File: config.mk
export PLATFORM = sky130hd
export DESIGN_NAME = ascii_signed_decimal_parser_top_flat
export DESIGN_NICKNAME = d
export VERILOG_FILES = /design/src/design/asdp_pkg.sv /design/src/design/asdp_in_if.sv /design/src/design/asdp_out_if.sv /design/src/design/asdp_in_stage.sv /design/src/design/asdp_core.sv /design/src/design/asdp_out_stage.sv /design/src/design/ascii_signed_decimal_parser_top.sv /design/src/flat_wrapper.sv
export SDC_FILE = /design/constraint.sdc
export NUM_CORES = 1
export LEC_CHECK = 0
export ABC_AREA = 1
export BUFFER_PORTS_ARGS = -buffer_cell sky130_fd_sc_hd__buf_4
export CAP_MARGIN = 20
export CORE_UTILIZATION = 27
export CTS_CLUSTER_DIAMETER = 40
export DETAILED_ROUTE_END_ITERATION = 7
export GPL_TIMING_DRIVEN = 0
export PLACE_DENSITY_LB_ADDON = 0.15
export SLEW_MARGIN = 30
export SYNTH_ARGS = -nofsm -noshare
export SYNTH_HDL_FRONTEND = slang
export SYNTH_SLANG_ARGS = --single-unit
File: constraint.sdc
create_clock -name i_clk -period 3 [get_ports i_clk]
set_input_delay 0.6 -clock i_clk [delete_from_list [all_inputs] [get_ports i_clk]]
set_output_delay 0.6 -clock i_clk [all_outputs]
set_load 0.05 [all_outputs]
File: src/design/asdp_pkg.sv
// ----------------------------------------------------------------------------
// asdp_pkg
// Types and character constants shared by the ASCII signed decimal parser.
// ----------------------------------------------------------------------------
`default_nettype none

package asdp_pkg;

    localparam int unsigned CH_WIDTH     = 8;
    localparam int unsigned SCALED_WIDTH = 32;
    localparam int unsigned FRAC_WIDTH   = 8;

    localparam logic [CH_WIDTH-1:0] CHAR_NUL   = 8'h00;
    localparam logic [CH_WIDTH-1:0] CHAR_ZERO  = 8'h30;
    localparam logic [CH_WIDTH-1:0] CHAR_NINE  = 8'h39;
    localparam logic [CH_WIDTH-1:0] CHAR_POINT = 8'h2e;
    localparam logic [CH_WIDTH-1:0] CHAR_MINUS = 8'h2d;
    localparam logic [CH_WIDTH-1:0] CHAR_SPACE = 8'h20;

    typedef enum logic [2:0] {
        CC_DIGIT,
        CC_SPACE,
        CC_NUL,
        CC_POINT,
        CC_MINUS,
        CC_OTHER
    } t_char_class;

    typedef struct packed {
        logic [CH_WIDTH-1:0] ch;
        logic                last;
    } t_item;

    typedef struct packed {
        logic signed [SCALED_WIDTH-1:0] scaled_value;
        logic [FRAC_WIDTH-1:0]          frac_digits;
        logic                           bad_char;
    } t_result;

    function automatic t_char_class classify(input logic [CH_WIDTH-1:0] c);
        t_char_class cls;
        if (c >= CHAR_ZERO && c <= CHAR_NINE) begin
            cls = CC_DIGIT;
        end else if (c == CHAR_SPACE) begin
            cls = CC_SPACE;
        end else if (c == CHAR_NUL) begin
            cls = CC_NUL;
        end else if (c == CHAR_POINT) begin
            cls = CC_POINT;
        end else if (c == CHAR_MINUS) begin
            cls = CC_MINUS;
        end else begin
            cls = CC_OTHER;
        end
        return cls;
    endfunction

endpackage

`default_nettype wire

File: src/design/asdp_in_if.sv
// ----------------------------------------------------------------------------
// asdp_in_if
// Character channel: valid/ready handshake with one ASCII character per request.
// ----------------------------------------------------------------------------
`default_nettype none

interface asdp_in_if
    import asdp_pkg::*;
();
    logic                valid;
    logic                ready;
    logic [CH_WIDTH-1:0] ch;
    logic                last;

    modport source (output valid, output ch, output last, input ready);
    modport sink   (input valid, input ch, input last, output ready);
endinterface

`default_nettype wire

File: src/design/asdp_out_if.sv
// ----------------------------------------------------------------------------
// asdp_out_if
// Result channel: valid/ready handshake with one parsed number per request.
// ----------------------------------------------------------------------------
`default_nettype none

interface asdp_out_if
    import asdp_pkg::*;
();
    logic                           valid;
    logic                           ready;
    logic signed [SCALED_WIDTH-1:0] scaled_value;
    logic [FRAC_WIDTH-1:0]          frac_digits;
    logic                           bad_char;

    modport source (output valid, output scaled_value, output frac_digits,
                    output bad_char, input ready);
    modport sink   (input valid, input scaled_value, input frac_digits,
                    input bad_char, output ready);
endinterface

`default_nettype wire

File: src/design/asdp_in_stage.sv
// ----------------------------------------------------------------------------
// asdp_in_stage
// Input register; holds one character until the parser core consumes it.
// ----------------------------------------------------------------------------
`default_nettype none

module asdp_in_stage
    import asdp_pkg::*;
(
    input  wire logic i_clk,
    input  wire logic i_rst_n,
    asdp_in_if.sink   i_in,
    input  wire logic i_advance,
    output logic      o_valid,
    output t_item     o_item
);

    logic  r_valid;
    t_item r_item;

    assign i_in.ready = !r_valid || i_advance;

    always_ff @(posedge i_clk) begin
        if (!i_rst_n) begin
            r_valid <= 1'b0;
        end else if (i_in.ready) begin
            r_valid <= i_in.valid;
        end
    end

    always_ff @(posedge i_clk) begin
        if (i_in.valid && i_in.ready) begin
            r_item.ch   <= i_in.ch;
            r_item.last <= i_in.last;
        end
    end

    assign o_valid = r_valid;
    assign o_item  = r_item;

endmodule

`default_nettype wire

File: src/design/asdp_core.sv
// ----------------------------------------------------------------------------
// asdp_core
// Field state and per-character update; forms the result on the last character.
// ----------------------------------------------------------------------------
`default_nettype none

module asdp_core
    import asdp_pkg::*;
#(
    parameter int unsigned ACC_WIDTH = 32
) (
    input  wire logic   i_clk,
    input  wire logic   i_rst_n,
    input  wire logic   i_advance,
    input  wire t_item  i_item,
    output t_result     o_result
);

    logic [ACC_WIDTH-1:0]  r_acc,   n_acc;
    logic [FRAC_WIDTH-1:0] r_frac,  n_frac;
    logic                  r_point, n_point;
    logic                  r_neg,   n_neg;
    logic                  r_done,  n_done;
    logic                  r_err,   n_err;
    logic                  r_first, n_first;
    logic                  r_after, n_after;

    t_char_class          cls;
    logic [ACC_WIDTH-1:0] acc_x10;
    logic [ACC_WIDTH-1:0] digit;

    assign cls     = classify(i_item.ch);
    assign acc_x10 = (r_acc << 3) + (r_acc << 1);
    assign digit   = {{(ACC_WIDTH-4){1'b0}}, i_item.ch[3:0]};

    always_comb begin
        n_acc   = r_acc;
        n_frac  = r_frac;
        n_point = r_point;
        n_neg   = r_neg;
        n_done  = r_done;
        n_err   = r_err;
        n_first = r_first;
        n_after = r_after;
        // characters after an end NUL or an error are dropped
        if (!r_done && !r_err) begin
            n_first = 1'b0;
            unique case (cls)
                CC_DIGIT, CC_SPACE: begin
                    if (r_point) begin
                        n_frac = r_frac + 1'b1;
                    end
                    if (cls == CC_DIGIT) begin
                        n_acc = r_neg ? acc_x10 - digit : acc_x10 + digit;
                    end
                    n_after = 1'b1;
                end
                CC_NUL: begin
                    if (r_after) begin
                        n_done = 1'b1;
                    end else begin
                        n_err = 1'b1;
                    end
                end
                CC_POINT: begin
                    n_point = 1'b1;
                    n_after = 1'b0;
                end
                CC_MINUS: begin
                    if (r_first) begin
                        n_neg   = 1'b1;
                        n_after = 1'b0;
                    end else begin
                        n_err = 1'b1;
                    end
                end
                default: begin
                    n_err = 1'b1;
                end
            endcase
        end
    end

    always_comb begin
        o_result.bad_char     = n_err;
        o_result.scaled_value = n_err ? '0 : SCALED_WIDTH'($signed(n_acc));
        o_result.frac_digits  = n_err ? '0 : n_frac;
    end

    always_ff @(posedge i_clk) begin
        if (!i_rst_n || (i_advance && i_item.last)) begin
            r_acc   <= '0;
            r_frac  <= '0;
            r_point <= 1'b0;
            r_neg   <= 1'b0;
            r_done  <= 1'b0;
            r_err   <= 1'b0;
            r_first <= 1'b1;
            r_after <= 1'b0;
        end else if (i_advance) begin
            r_acc   <= n_acc;
            r_frac  <= n_frac;
            r_point <= n_point;
            r_neg   <= n_neg;
            r_done  <= n_done;
            r_err   <= n_err;
            r_first <= n_first;
            r_after <= n_after;
        end
    end

endmodule

`default_nettype wire

File: src/design/asdp_out_stage.sv
// ----------------------------------------------------------------------------
// asdp_out_stage
// Result register; holds one parsed number until the sink takes it.
// ----------------------------------------------------------------------------
`default_nettype none

module asdp_out_stage
    import asdp_pkg::*;
(
    input  wire logic    i_clk,
    input  wire logic    i_rst_n,
    input  wire logic    i_load,
    input  wire t_result i_result,
    output logic         o_free,
    asdp_out_if.source   o_out
);

    logic    r_valid;
    t_result r_result;

    assign o_free = !r_valid || o_out.ready;

    always_ff @(posedge i_clk) begin
        if (!i_rst_n) begin
            r_valid <= 1'b0;
        end else if (o_free) begin
            r_valid <= i_load;
        end
    end

    always_ff @(posedge i_clk) begin
        if (i_load && o_free) begin
            r_result <= i_result;
        end
    end

    assign o_out.valid        = r_valid;
    assign o_out.scaled_value = r_result.scaled_value;
    assign o_out.frac_digits  = r_result.frac_digits;
    assign o_out.bad_char     = r_result.bad_char;

endmodule

`default_nettype wire

File: src/design/ascii_signed_decimal_parser_top.sv
// ----------------------------------------------------------------------------
// ascii_signed_decimal_parser_top
// Parses a signed decimal text field, one ASCII character per request.
// ----------------------------------------------------------------------------
// One character is taken per clock cycle while the result side does not stall;
// a character passes an input register, is folded into the accumulator by a
// shift-add times ten, and on the character flagged last the result lands in
// an output register, from which it is offered to the sink. The only
// stall comes from the result side: while a result waits untaken, the input
// register fills and then holds. The field value is scaled_value divided by
// ten to the power frac_digits; bad_char set means the field held an illegal
// character and the other fields read zero. The accumulator is ACC_WIDTH
// bits and wraps; scaled_value is its low 32 bits, sign-extended.
`default_nettype none

module ascii_signed_decimal_parser_top
    import asdp_pkg::*;
#(
    parameter int unsigned ACC_WIDTH = 32
) (
    input  wire logic  i_clk,
    input  wire logic  i_rst_n,
    asdp_in_if.sink    i_in,
    asdp_out_if.source o_out
);

    logic    in_valid;
    t_item   in_item;
    logic    out_free;
    logic    advance;
    t_result result;

    // the held character moves on only when a result could be stored
    assign advance = in_valid && out_free;

    asdp_in_stage u_in_stage (
        .i_clk     (i_clk),
        .i_rst_n   (i_rst_n),
        .i_in      (i_in),
        .i_advance (advance),
        .o_valid   (in_valid),
        .o_item    (in_item)
    );

    asdp_core #(
        .ACC_WIDTH (ACC_WIDTH)
    ) u_core (
        .i_clk     (i_clk),
        .i_rst_n   (i_rst_n),
        .i_advance (advance),
        .i_item    (in_item),
        .o_result  (result)
    );

    asdp_out_stage u_out_stage (
        .i_clk    (i_clk),
        .i_rst_n  (i_rst_n),
        .i_load   (advance && in_item.last),
        .i_result (result),
        .o_free   (out_free),
        .o_out    (o_out)
    );

endmodule

`default_nettype wire

File: src/flat_wrapper.sv
// flat-port wrapper written by rule: the top's interface ports become plain ports
module ascii_signed_decimal_parser_top_flat import asdp_pkg::*;
#(
    parameter int unsigned ACC_WIDTH = 32
)
  (i_clk, i_rst_n, i_in_valid, i_in_ch, i_in_last, i_in_ready, o_out_valid, o_out_scaled_value, o_out_frac_digits, o_out_bad_char, o_out_ready);
  asdp_in_if i_in_i ();
  asdp_out_if o_out_i ();
  input  wire logic i_clk;
  input  wire logic i_rst_n;
  input wire logic [$bits(i_in_i.valid)-1:0] i_in_valid;
  input wire logic [$bits(i_in_i.ch)-1:0] i_in_ch;
  input wire logic [$bits(i_in_i.last)-1:0] i_in_last;
  output wire logic [$bits(i_in_i.ready)-1:0] i_in_ready;
  output wire logic [$bits(o_out_i.valid)-1:0] o_out_valid;
  output wire logic [$bits(o_out_i.scaled_value)-1:0] o_out_scaled_value;
  output wire logic [$bits(o_out_i.frac_digits)-1:0] o_out_frac_digits;
  output wire logic [$bits(o_out_i.bad_char)-1:0] o_out_bad_char;
  input wire logic [$bits(o_out_i.ready)-1:0] o_out_ready;
  assign i_in_i.valid = i_in_valid;
  assign i_in_i.ch = i_in_ch;
  assign i_in_i.last = i_in_last;
  assign i_in_ready = i_in_i.ready;
  assign o_out_valid = o_out_i.valid;
  assign o_out_scaled_value = o_out_i.scaled_value;
  assign o_out_frac_digits = o_out_i.frac_digits;
  assign o_out_bad_char = o_out_i.bad_char;
  assign o_out_i.ready = o_out_ready;
  ascii_signed_decimal_parser_top #(.ACC_WIDTH(ACC_WIDTH)) u_core (.i_clk(i_clk), .i_rst_n(i_rst_n), .i_in(i_in_i), .o_out(o_out_i));
endmodule
==> impl_metrics.yaml, run 1 <==
status:
  violations: "negative setup slack"
  status: "finished, violations left"
finish:
  finish.utilization_pct: 34.9
  seq_area_um2: 2490
  multi_input_area_um2: 5080
  area.growth.synth_to_final_pct: 25.8
  final_layout_size_suffix_gt1_share_pct: 23.2
  fillers: 3080
  fin_cells: 1673
  final_nets: 1341
  antenna_cells: 0
synthesis:
  ys_warn_count: 0
  yosysSeqAreaShare_pct: 31.5
  synth_most_common_cell: "nand2_1"
  async_flop_share_pct: 0
  synth_cell_types: 43
  synth_edf_count: 50
  syn-cell-area_um2: 7820
  synth_common_cells: "nand2_1 (373), inv_1 (176), nor2_1 (115)"
  ys.flop_type: "edfxtp_1"
  synth_area_per_cell_um2: 6.52
  yosysTopAreaCell: "edfxtp_1"
  ys_ff_latch: 98
  netlist.area_leader.share_pct: 19.2
  netlist_instances: 1200
  ys_top_cells_by_area: "edfxtp_1 (19%), nand2_1 (18%), dfxtp_1 (12%)"
  postSynthNetCount: 1251
clock_network:
  clk_pin_slew_ns: 0.08
  clock_latency_ns: 0.35
  cts-buffers-inserted: 9
  hold_buffers: 0
  cts_buffer_depth: 2
  htree_levels: 3
  clock_sink_count: 98
  cts_tree: "done"
  cts-root-buf: "clkbuf_16"
worst_setup_path:
  cp-start-kind: "register"
  cp_common_cell: "nand2_1"
  critPathMaxFanout: 4
  critical_path.max_stage_delay_ns: 0.58
  critPathCaptureType: "register"
  worst_path_max_delay_cell: "fa_2"
  cp_cell_sequence: "ha_4 > fa_2 > nand3_2 > nand2_2 > inv_2 > nor2_2 > nand2_1 > nor2_2 > nand2_2 > nor2_4 > nand2_2 > nor2_4 > nand3_4 > nor2_4 > nand3_2 > nand2_1 > nand2_1 > nand2_1 > nand2_1 > nand2_1 > nor2_1"
  worstPathArrival_ns: 3.13
  cp.required_ns: 3.09
  criticalPathCategory: "register to register"
detailed_routing:
  routed_wl_um: 24900
  dr_total_vias: 7664
  drt_iter0_markers: 483
  firstDrtPassIters: 5
  drc: 0
  drtAntennaViolNets: 0
  vias_per_cell: 4.58
  wl_per_cell_um: 14.9
global_route:
  grt_pass1_vias: 7376
  antenna_found_initial: 0
  grt_use_total_pct: 17.1
  grt_max_degree: 29
  grt-ovfl-total: 0
  grt_pass1_wl_um: 38900
job:
  cap_violations: 0
timing:
  max_slew.worst_pin.slew_ns: 0.751
  hold_violations: 0
  drv_slew: 0
  fmax_mhz: 330
  slew_headroom_pct: 49.9
  post-route-period-util_pct: 101
  setup_viol: 5
  skew_ns: 0.0131
  period_needed_ns: 3.03
  fin_ws_ns: -0.0325
  rsz0062_at_grt: "yes"
place:
  placedCellCount: 1634
  place_ws_ns: -0.402
  gp_congestion: 0.854
  io_buffers: 55
  dp_hpwl_um: 20300
floorplanning:
  die_area_um2: 29600
  initial_core_util_pct: 27.8
  core-area_um2: 28200
  fp.dieW_um: 172
  ios: 56
  die_y_um: 172
  rows: 61
worst_hold_path:
  hp-class: "input port to register"
power:
  power_mw: 3.63
  max-vdd-ir-drop_mv: 0.223
  leakage_nw: 4.43
  power_density_nw_per_um2: 369
==> worst max-delay path, delay by kind of cell, from the launching register on <==
| kind | cells | cell delay [ns] |
|---|---|---|
| adders and majority gates | 2 | 0.74 |
| DFF | 1 | 0.37 |
| and+or+nand+nor | 18 | 1.61 |
| buffers and inverters | 1 | 0.04 |
==> power by group <==
part / internal (mW) / leakage, nW / switching [mW]
registers: 1.46 / 0.902 / 0.0731
clock network: 0.582 / 0.141 / 0.536
logic: 0.351 / 3.39 / 0.629
==> cells by family (layout without fill, tap and decap cells) <==
group,Yosys count,in the layout,synth area share (%)
AO/OA/AOI/OAI,153,153,10.3
adder cells (fa/ha/maj),38,38,6.37
XOR/XNOR,29,29,3.34
multiplexers,3,3,0.384
flip-flops,98,98,31.5
AND/OR/NAND/NOR,664,664,36.6
buffers and inverters,215,310,11.5
==> layout by cell type (no fill, tap or decap), types with 20 or more instances in the layout <==
master and instances:
nand2_1 347, inv_1 168, nor2_1 97, buf_4 84
nand3_1 71, a21oi_1 61, o21ai_0 58, edfxtp_1 50
nand2_2 38, dfxtp_1 29, xor2_1 22, nand3_2 21
nor2_2 20
==> per-layer routing <==
layer	wire length [um]	track usage, %	part of all wire, %	vias to the layer above
li1	-	-	-	4014
met1	12300	23.4	49	3516
met2	11600	28.7	47	115
met3	669	2.20	2.7	19
met4	347	3.81	1.4	0
met5	0	0	0	-
==> path summary, 6_finish.rpt <==
| kind | from | to | slack (ns) | cells after the start |
|---|---|---|---|---|
| worst max-delay path | u_core.u_core.r_acc[0] | u_core.u_out_stage.o_out.scaled_value[29] | -0.03 | 21 |
| worst min register to register | u_core.u_core.r_done | u_core.u_core.r_done | 0.48 | 2 |
| worst min-delay path | i_in_ch[1] | u_core.u_in_stage.o_item[2] | 0.42 | 1 |
| worst max register to register | u_core.u_core.r_acc[0] | u_core.u_out_stage.o_out.scaled_value[29] | -0.03 | 21 |
==> sequential cells by signal (all words and copies together), names as in the netlist, 8 cells and up <==
register,cells
u_core.u_core.r_acc,32
u_core.u_core.r_frac,8
u_core.u_in_stage.o_item,9
u_core.u_out_stage.o_out.frac_digits,8
u_core.u_out_stage.o_out.scaled_value,32
==> area by class of cell <==
cell class,instances,share of cell area (%)
multi-input cells,887,51.6
flip-flops and latches,98,25.3
inverters,186,7.15
repair buffers,79,6.16
well taps,378,4.81
clock buffers,10,2.33
plain buffers,29,2.04
clock inverters,6,0.585
==> stage by stage <==
step	setup TNS, ns	hold slack (ns)	cell area, um^2
global route	-2.78	0.404	9840
CTS	-0.671	0.409	9280
global placement	-7.96	0.472	8700
detailed placement	-7.46	0.475	8720
floorplan	0	0.448	7820
finish	-0.0964	0.421	9840
==> timing repair <==
item                       in CTS  in global routing
setup endpoints to repair      38                 59
pin swaps                      17                 27
buffers inserted               12                 11
resized for setup              55                119
No activity file was read; power rests on OpenSTA's default activity.
==> run 2: changes to the inputs <==
--- a/config.mk
+++ b/config.mk
@@ -13,6 +13,7 @@
 export DETAILED_ROUTE_END_ITERATION = 7
 export GPL_TIMING_DRIVEN = 0
 export PLACE_DENSITY_LB_ADDON = 0.15
+export SETUP_SLACK_MARGIN = 0.15
 export SLEW_MARGIN = 30
 export SYNTH_ARGS = -nofsm -noshare
 export SYNTH_HDL_FRONTEND = slang
==> run 2 against run 1 <==
The flow still finishes with violations (negative setup slack); flip-flop and latch count unchanged; count of clock-buffer cells in the layout unchanged; core utilization increased by 1.2 points; final area increased by 3.5%; clock power about the same; routed wire length increased by 1.0%; cell count increased by 0.66%; total power increased by 1.9%; critical path type unchanged; largest cell class unchanged.
==> impl_metrics.yaml, run 2 (same netlist as run 1, synthesis figures left out) <==
global_route:
  grt_max_degree: 29
  grt_pass1_vias: 7566
  antenna_found_initial: 0
  grt_use_total_pct: 17.4
  grt-ovfl-total: 0
  grt_pass1_wl_um: 39600
floorplanning:
  die_y_um: 172
  fp.dieW_um: 172
  ios: 56
  initial_core_util_pct: 27.8
  die_area_um2: 29600
  rows: 61
  core-area_um2: 28200
detailed_routing:
  vias_per_cell: 4.59
  drc: 0
  wl_per_cell_um: 14.9
  firstDrtPassIters: 5
  drt_iter0_markers: 458
  drtAntennaViolNets: 0
  routed_wl_um: 25200
  dr_total_vias: 7736
worst_hold_path:
  holdPathEnd: "u_core.u_in_stage.o_item[2]"
  hp-class: "input port to register"
  whs_path_depth: 1
  min-delay-start: "i_in_ch[1]"
place:
  dp_hpwl_um: 20300
  io_buffers: 55
  gp_congestion: 0.854
  place_ws_ns: -0.402
  placedCellCount: 1634
job:
  cap_violations: 0
worst_setup_path:
  cp.required_ns: 3.09
  rr_worst_depth: 18
  r2r_setup_slack_ns: -0.09
  worst_path_max_delay_cell: "fa_2"
  cp-start-kind: "register"
  cp_cell_sequence: "ha_4 > fa_2 > nand3_2 > nand2_2 > inv_2 > nor2_2 > nand2_1 > nor2_2 > nand2_1 > nor2_2 > buf_4 > nand3_4 > buf_4 > o31ai_4 > xor2_1 > nand2_1 > o21ai_2 > nor2_1"
  worstPathArrival_ns: 3.18
  r2r_start: "u_core.u_core.r_acc[0]"
  critical_path.max_stage_delay_ns: 0.59
  criticalPathCategory: "register to register"
  r2r-end: "u_core.u_out_stage.o_out.scaled_value[17]"
  critPathCaptureType: "register"
  critPathMaxFanout: 4
status:
  status: "finished, violations left"
  violations: "negative setup slack"
power:
  seqPwrFrac_pct: 41.4
  max-vdd-ir-drop_mv: 0.220
  switchingPower_mw: 1.27
  p_comb_share_pct: 28.3
  swShare_pct: 34.3
  leakage_nw: 4.54
  clock_power_share_pct: 30.3
  power_density_nw_per_um2: 364
  internal_power_mw: 2.43
timing:
  drv_slew: 0
  period_needed_ns: 3.09
  fin_ws_ns: -0.0940
  totalNegativeSetupSlack_ns: -0.493
  hold_violations: 0
  post-route-period-util_pct: 103
  slew_headroom_pct: 48.1
  rsz0062_at_grt: "yes"
  setup_viol: 10
  fmax_mhz: 323
  skew_ns: 0.0144
  max_slew.worst_pin.slew_ns: 0.778
  worst_hold_slack_ns: 0.421
finish:
  final_layout_size_suffix_gt1_share_pct: 27.5
  fin_cells: 1684
  final_nets: 1351
  seq_area_um2: 2510
  area.growth.synth_to_final_pct: 30.2
  multi_input_area_um2: 5290
  layout_common_cells: "nand2_1 (329), inv_1 (167), nor2_1 (91)"
  fillers: 3073
  finish.utilization_pct: 36.1
  layout_commonest_cell: "nand2_1"
clock_network:
  clk_pin_slew_ns: 0.08
  clock_latency_ns: 0.35
  htree_levels: 3
  cts_tree: "done"
  clock_sink_count: 98
  cts-buffers-inserted: 9
  cts-root-buf: "clkbuf_16"
  cts_buffer_depth: 2
[run 2: timing repair]
item,CTS,global route
setup endpoints to repair,45,62
hold buffers,0,0
setup buffers,21,12
pin swaps,39,25
resized for setup,130,122
[run 2: routing by layer]
layer | global-route usage [%] | part of all wire (%)
met4 | 4.89 | 1.7
met3 | 2.38 | 3.1
met1 | 23.4 | 48
met2 | 28.9 | 47
met5 | 0 | 0
[run 2: layout make-up]
type	instances	share of cell area [%]
sequential	98	24.7
multi-input combinational	887	52.0
antenna	1	0.0246
clock buffer	10	2.25
clock inverter	6	0.565
inverter	186	6.93
tap	378	4.65
timing repair buffer	89	6.99
buffer	29	1.97
[run 2: power groups by stage]
stage	combinational [mW]	clock (mW)	sequential, mW
2_1_floorplan	0.591	0	1.56
3_3_place_gp	0.831	0	1.55
3_5_place_dp	0.840	0	1.55
4_1_cts	0.948	1.15	1.53
5_1_grt	1.16	1.21	1.54
6_report	1.05	1.12	1.53
[run 2: stage by stage]
| stage | power (mW) | area, um^2 |
|---|---|---|
| 4_1_cts | 3.63 | 9650 |
| 2_1_floorplan | 2.15 | 7820 |
| 3_5_place_dp | 2.39 | 8720 |
| 3_3_place_gp | 2.38 | 8700 |
| 5_1_grt | 3.91 | 10200 |
| 6_report | 3.70 | 10200 |
[run 2: worst max path at each step]
stage	end	slack, ns	start	depth (start not counted)
4_1_cts	u_core.u_out_stage.o_out.scaled_value[29]	-0.09	u_core.u_core.r_acc[0]	21
3_5_place_dp	u_core.u_out_stage.o_out.scaled_value[25]	-0.40	u_core.u_core.r_acc[0]	21
2_1_floorplan	u_core.u_out_stage.o_out.scaled_value[24]	0.21	u_core.u_core.r_acc[2]	17
3_3_place_gp	u_core.u_out_stage.o_out.scaled_value[25]	-0.41	u_core.u_core.r_acc[0]	21
5_1_grt	u_core.u_out_stage.o_out.scaled_value[27]	-0.23	u_core.u_core.r_acc[0]	20
6_report	u_core.u_out_stage.o_out.scaled_value[17]	-0.09	u_core.u_core.r_acc[0]	18
[run 2: critical path: cells and delay by family, from the launching register on]
family                   cells  cell delay (ns)
AO/OA/AOI/OAI                2             0.26
XOR/XNOR                     1             0.20
adder cells (fa/ha/maj)      2             0.75
buffers and inverters        3             0.34
flip-flops                   1             0.37
AND/OR/NAND/NOR             10             0.92
==> run 3: changes to the inputs <==
--- a/config.mk
+++ b/config.mk
@@ -8,13 +8,16 @@
 export ABC_AREA = 1
 export BUFFER_PORTS_ARGS = -buffer_cell sky130_fd_sc_hd__buf_4
 export CAP_MARGIN = 20
+export CORE_MARGIN = 8
 export CORE_UTILIZATION = 27
 export CTS_CLUSTER_DIAMETER = 40
 export DETAILED_ROUTE_END_ITERATION = 7
 export GPL_TIMING_DRIVEN = 0
 export PLACE_DENSITY_LB_ADDON = 0.15
+export REMOVE_ABC_BUFFERS = 1
 export SETUP_SLACK_MARGIN = 0.15
 export SLEW_MARGIN = 30
 export SYNTH_ARGS = -nofsm -noshare
 export SYNTH_HDL_FRONTEND = slang
 export SYNTH_SLANG_ARGS = --single-unit
+export TNS_END_PERCENT = 10
==> run 3 against run 2 <==
The run still ends with negative setup slack left; cell count fell by 2.0%; sequential power barely moved; core utilization fell by 3.2 points; first-iteration DRC count fell by 10%; register-to-register slack barely moved; routed wire length fell by 7.6%; sequential share of layout area rose by 1.7 points; via count fell by 2.7%; hold slack got worse by 0.010 ns; highest routed layer unchanged.
==> impl_metrics.yaml, run 3 (same netlist as run 1, synthesis figures left out) <==
clock_network:
  cts-buffers-inserted: 9
  cts_tree: "done"
  clock_latency_ns: 0.36
  cts_buffer_depth: 2
  htree_levels: 3
  clock_sink_count: 98
  clk_pin_slew_ns: 0.08
  hold_buffers: 0
  cts-root-buf: "clkbuf_16"
worst_setup_path:
  worstPathArrival_ns: 3.22
  cp_cell_sequence: "ha_4 > fa_2 > nand3_2 > nand2_2 > inv_2 > nor2_1 > nand2_1 > nor2_2 > nand2_2 > nor2_4 > nand3_2 > nor3_4 > nand3_1 > nand2_2 > nand3_2 > nand2_2 > nand2_1 > nand2_1 > nor2_1"
  crit_buf_inv: 1
  critPathMaxFanout: 4
  worst_path_max_delay_cell: "fa_2"
  critical_path.max_stage_delay_ns: 0.61
  cp_top_family: "simple AND/OR/NAND/NOR gates"
  r2r_setup_slack_ns: -0.11
  critPathCaptureType: "register"
  criticalPathCategory: "register to register"
  cp-start-kind: "register"
  cp.required_ns: 3.11
  cp_common_cell: "nand2_2"
detailed_routing:
  routed_wl_um: 23200
  vias_per_cell: 4.56
  dr_total_vias: 7528
  drc: 0
  wl_per_cell_um: 14.1
  firstDrtPassIters: 5
  drtAntennaViolNets: 0
  drt_iter0_markers: 410
finish:
  seq_area_um2: 2490
  final_nets: 1312
  antenna_cells: 0
  fillers: 3172
  layout_commonest_cell: "nand2_1"
  multi_input_area_um2: 4790
  area.growth.synth_to_final_pct: 20.7
  final_layout_size_suffix_gt1_share_pct: 20.0
  layout_common_cells: "nand2_1 (346), inv_1 (171), nor2_1 (102)"
  finish.utilization_pct: 33.0
global_route:
  grt_max_degree: 73
  grt_pass1_vias: 7218
  grt_use_total_pct: 13.5
  antenna_found_initial: 0
  grt_pass1_wl_um: 37500
  grt-ovfl-total: 0
power:
  max-vdd-ir-drop_mv: 0.252
  clock_power_share_pct: 33.8
  p_comb_share_pct: 24.8
  power_density_nw_per_um2: 389
  switchingPower_mw: 1.24
  seqPwrFrac_pct: 41.4
  leakage_nw: 4.35
  swShare_pct: 33.8
  internal_power_mw: 2.43
place:
  io_buffers: 55
  gp_congestion: 0.838
  dp_hpwl_um: 17700
  place_ws_ns: -0.517
timing:
  skew_ns: 0.0164
  post-route-period-util_pct: 104
  fin_ws_ns: -0.106
  period_needed_ns: 3.11
  setup_viol: 12
  fmax_mhz: 322
  rsz0062_at_grt: "yes"
  max_slew.worst_pin.slew_ns: 0.730
  hold_violations: 0
  slew_headroom_pct: 51.3
  drv_slew: 0
status:
  status: "finished, violations left"
  violations: "negative setup slack"
floorplanning:
  rows: 62
  die_area_um2: 34700
  initial_core_util_pct: 27.3
  core-area_um2: 28600
  die_y_um: 186
  fp.dieW_um: 186
  ios: 56
worst_hold_path:
  hp-class: "input port to register"
job:
  cap_violations: 0
==> run 3: changes by cell type in the layout (fill, tap and decap cells not counted), moves of 11 or more <==
cell	previous run	this run
buf_4	88	70
nand2_1	329	346
ha_1	13	27
ha_4	15	3
nand2_4	13	1
nand3_1	64	76
clkbuf_1	11	0
nor2_1	91	102
==> run 3: what timing repair did <==
action                                  CTS  global route
endpoints found under the setup margin   61            54
gates cloned                              0             0
pin swaps                                32            11
resized for setup                        81            39
hold endpoints to repair                  0             0
buffers inserted                         19             3
==> run 3: area by class of cell <==
cell class                      count  share of cell area (%)
Tap cell                          384                    5.09
Inverter                          186                    7.65
Clock inverter                      7                   0.901
Clock buffer                        9                    2.39
Timing Repair Buffer               79                    6.83
Sequential cell                    98                    26.4
Multi-Input combinational cell    887                    50.8
==> run 3: per-layer routing <==
metal | part of all wire (%) | vias up | global-route usage, %
met4 | 1.2 | 0 | 2.92
met1 | 48 | 3465 | 17.5
met3 | 2.2 | 18 | 1.71
met2 | 49 | 95 | 23.8
li1 | - | 3950 | -
met5 | 0 | - | 0
==> run 3: final timing paths <==
path / from / cells after the start / to
min: i_in_ch[6] / 1 / u_core.u_in_stage.o_item[7]
min reg2reg: u_core.u_core.r_done / 2 / u_core.u_core.r_done
max: u_core.u_core.r_acc[0] / 19 / u_core.u_out_stage.o_out.scaled_value[27]
max reg2reg: u_core.u_core.r_acc[0] / 19 / u_core.u_out_stage.o_out.scaled_value[27]
==> run 3: power groups by stage <==
stage | clock, mW | sequential [mW] | combinational (mW)
after global placement | 0 | 1.55 | 0.813
after CTS | 1.28 | 1.52 | 0.896
final | 1.24 | 1.52 | 0.909
after global routing | 1.32 | 1.53 | 1.01
after floorplan | 0 | 1.56 | 0.575
after detailed placement | 0 | 1.55 | 0.819
==> run 3: through the flow <==
step	setup TNS (ns)	hold slack [ns]	area, um^2	instances	power (mW)
after global routing	-6.39	0.397	9440	1650	3.86
after detailed placement	-20.11	0.470	8560	1612	2.37
after CTS	-0.536	0.401	9300	1647	3.70
after global placement	-97.40	0.467	8520	1610	2.36
after floorplan	0	0.450	7620	1171	2.13
final	-0.672	0.410	9440	1650	3.67
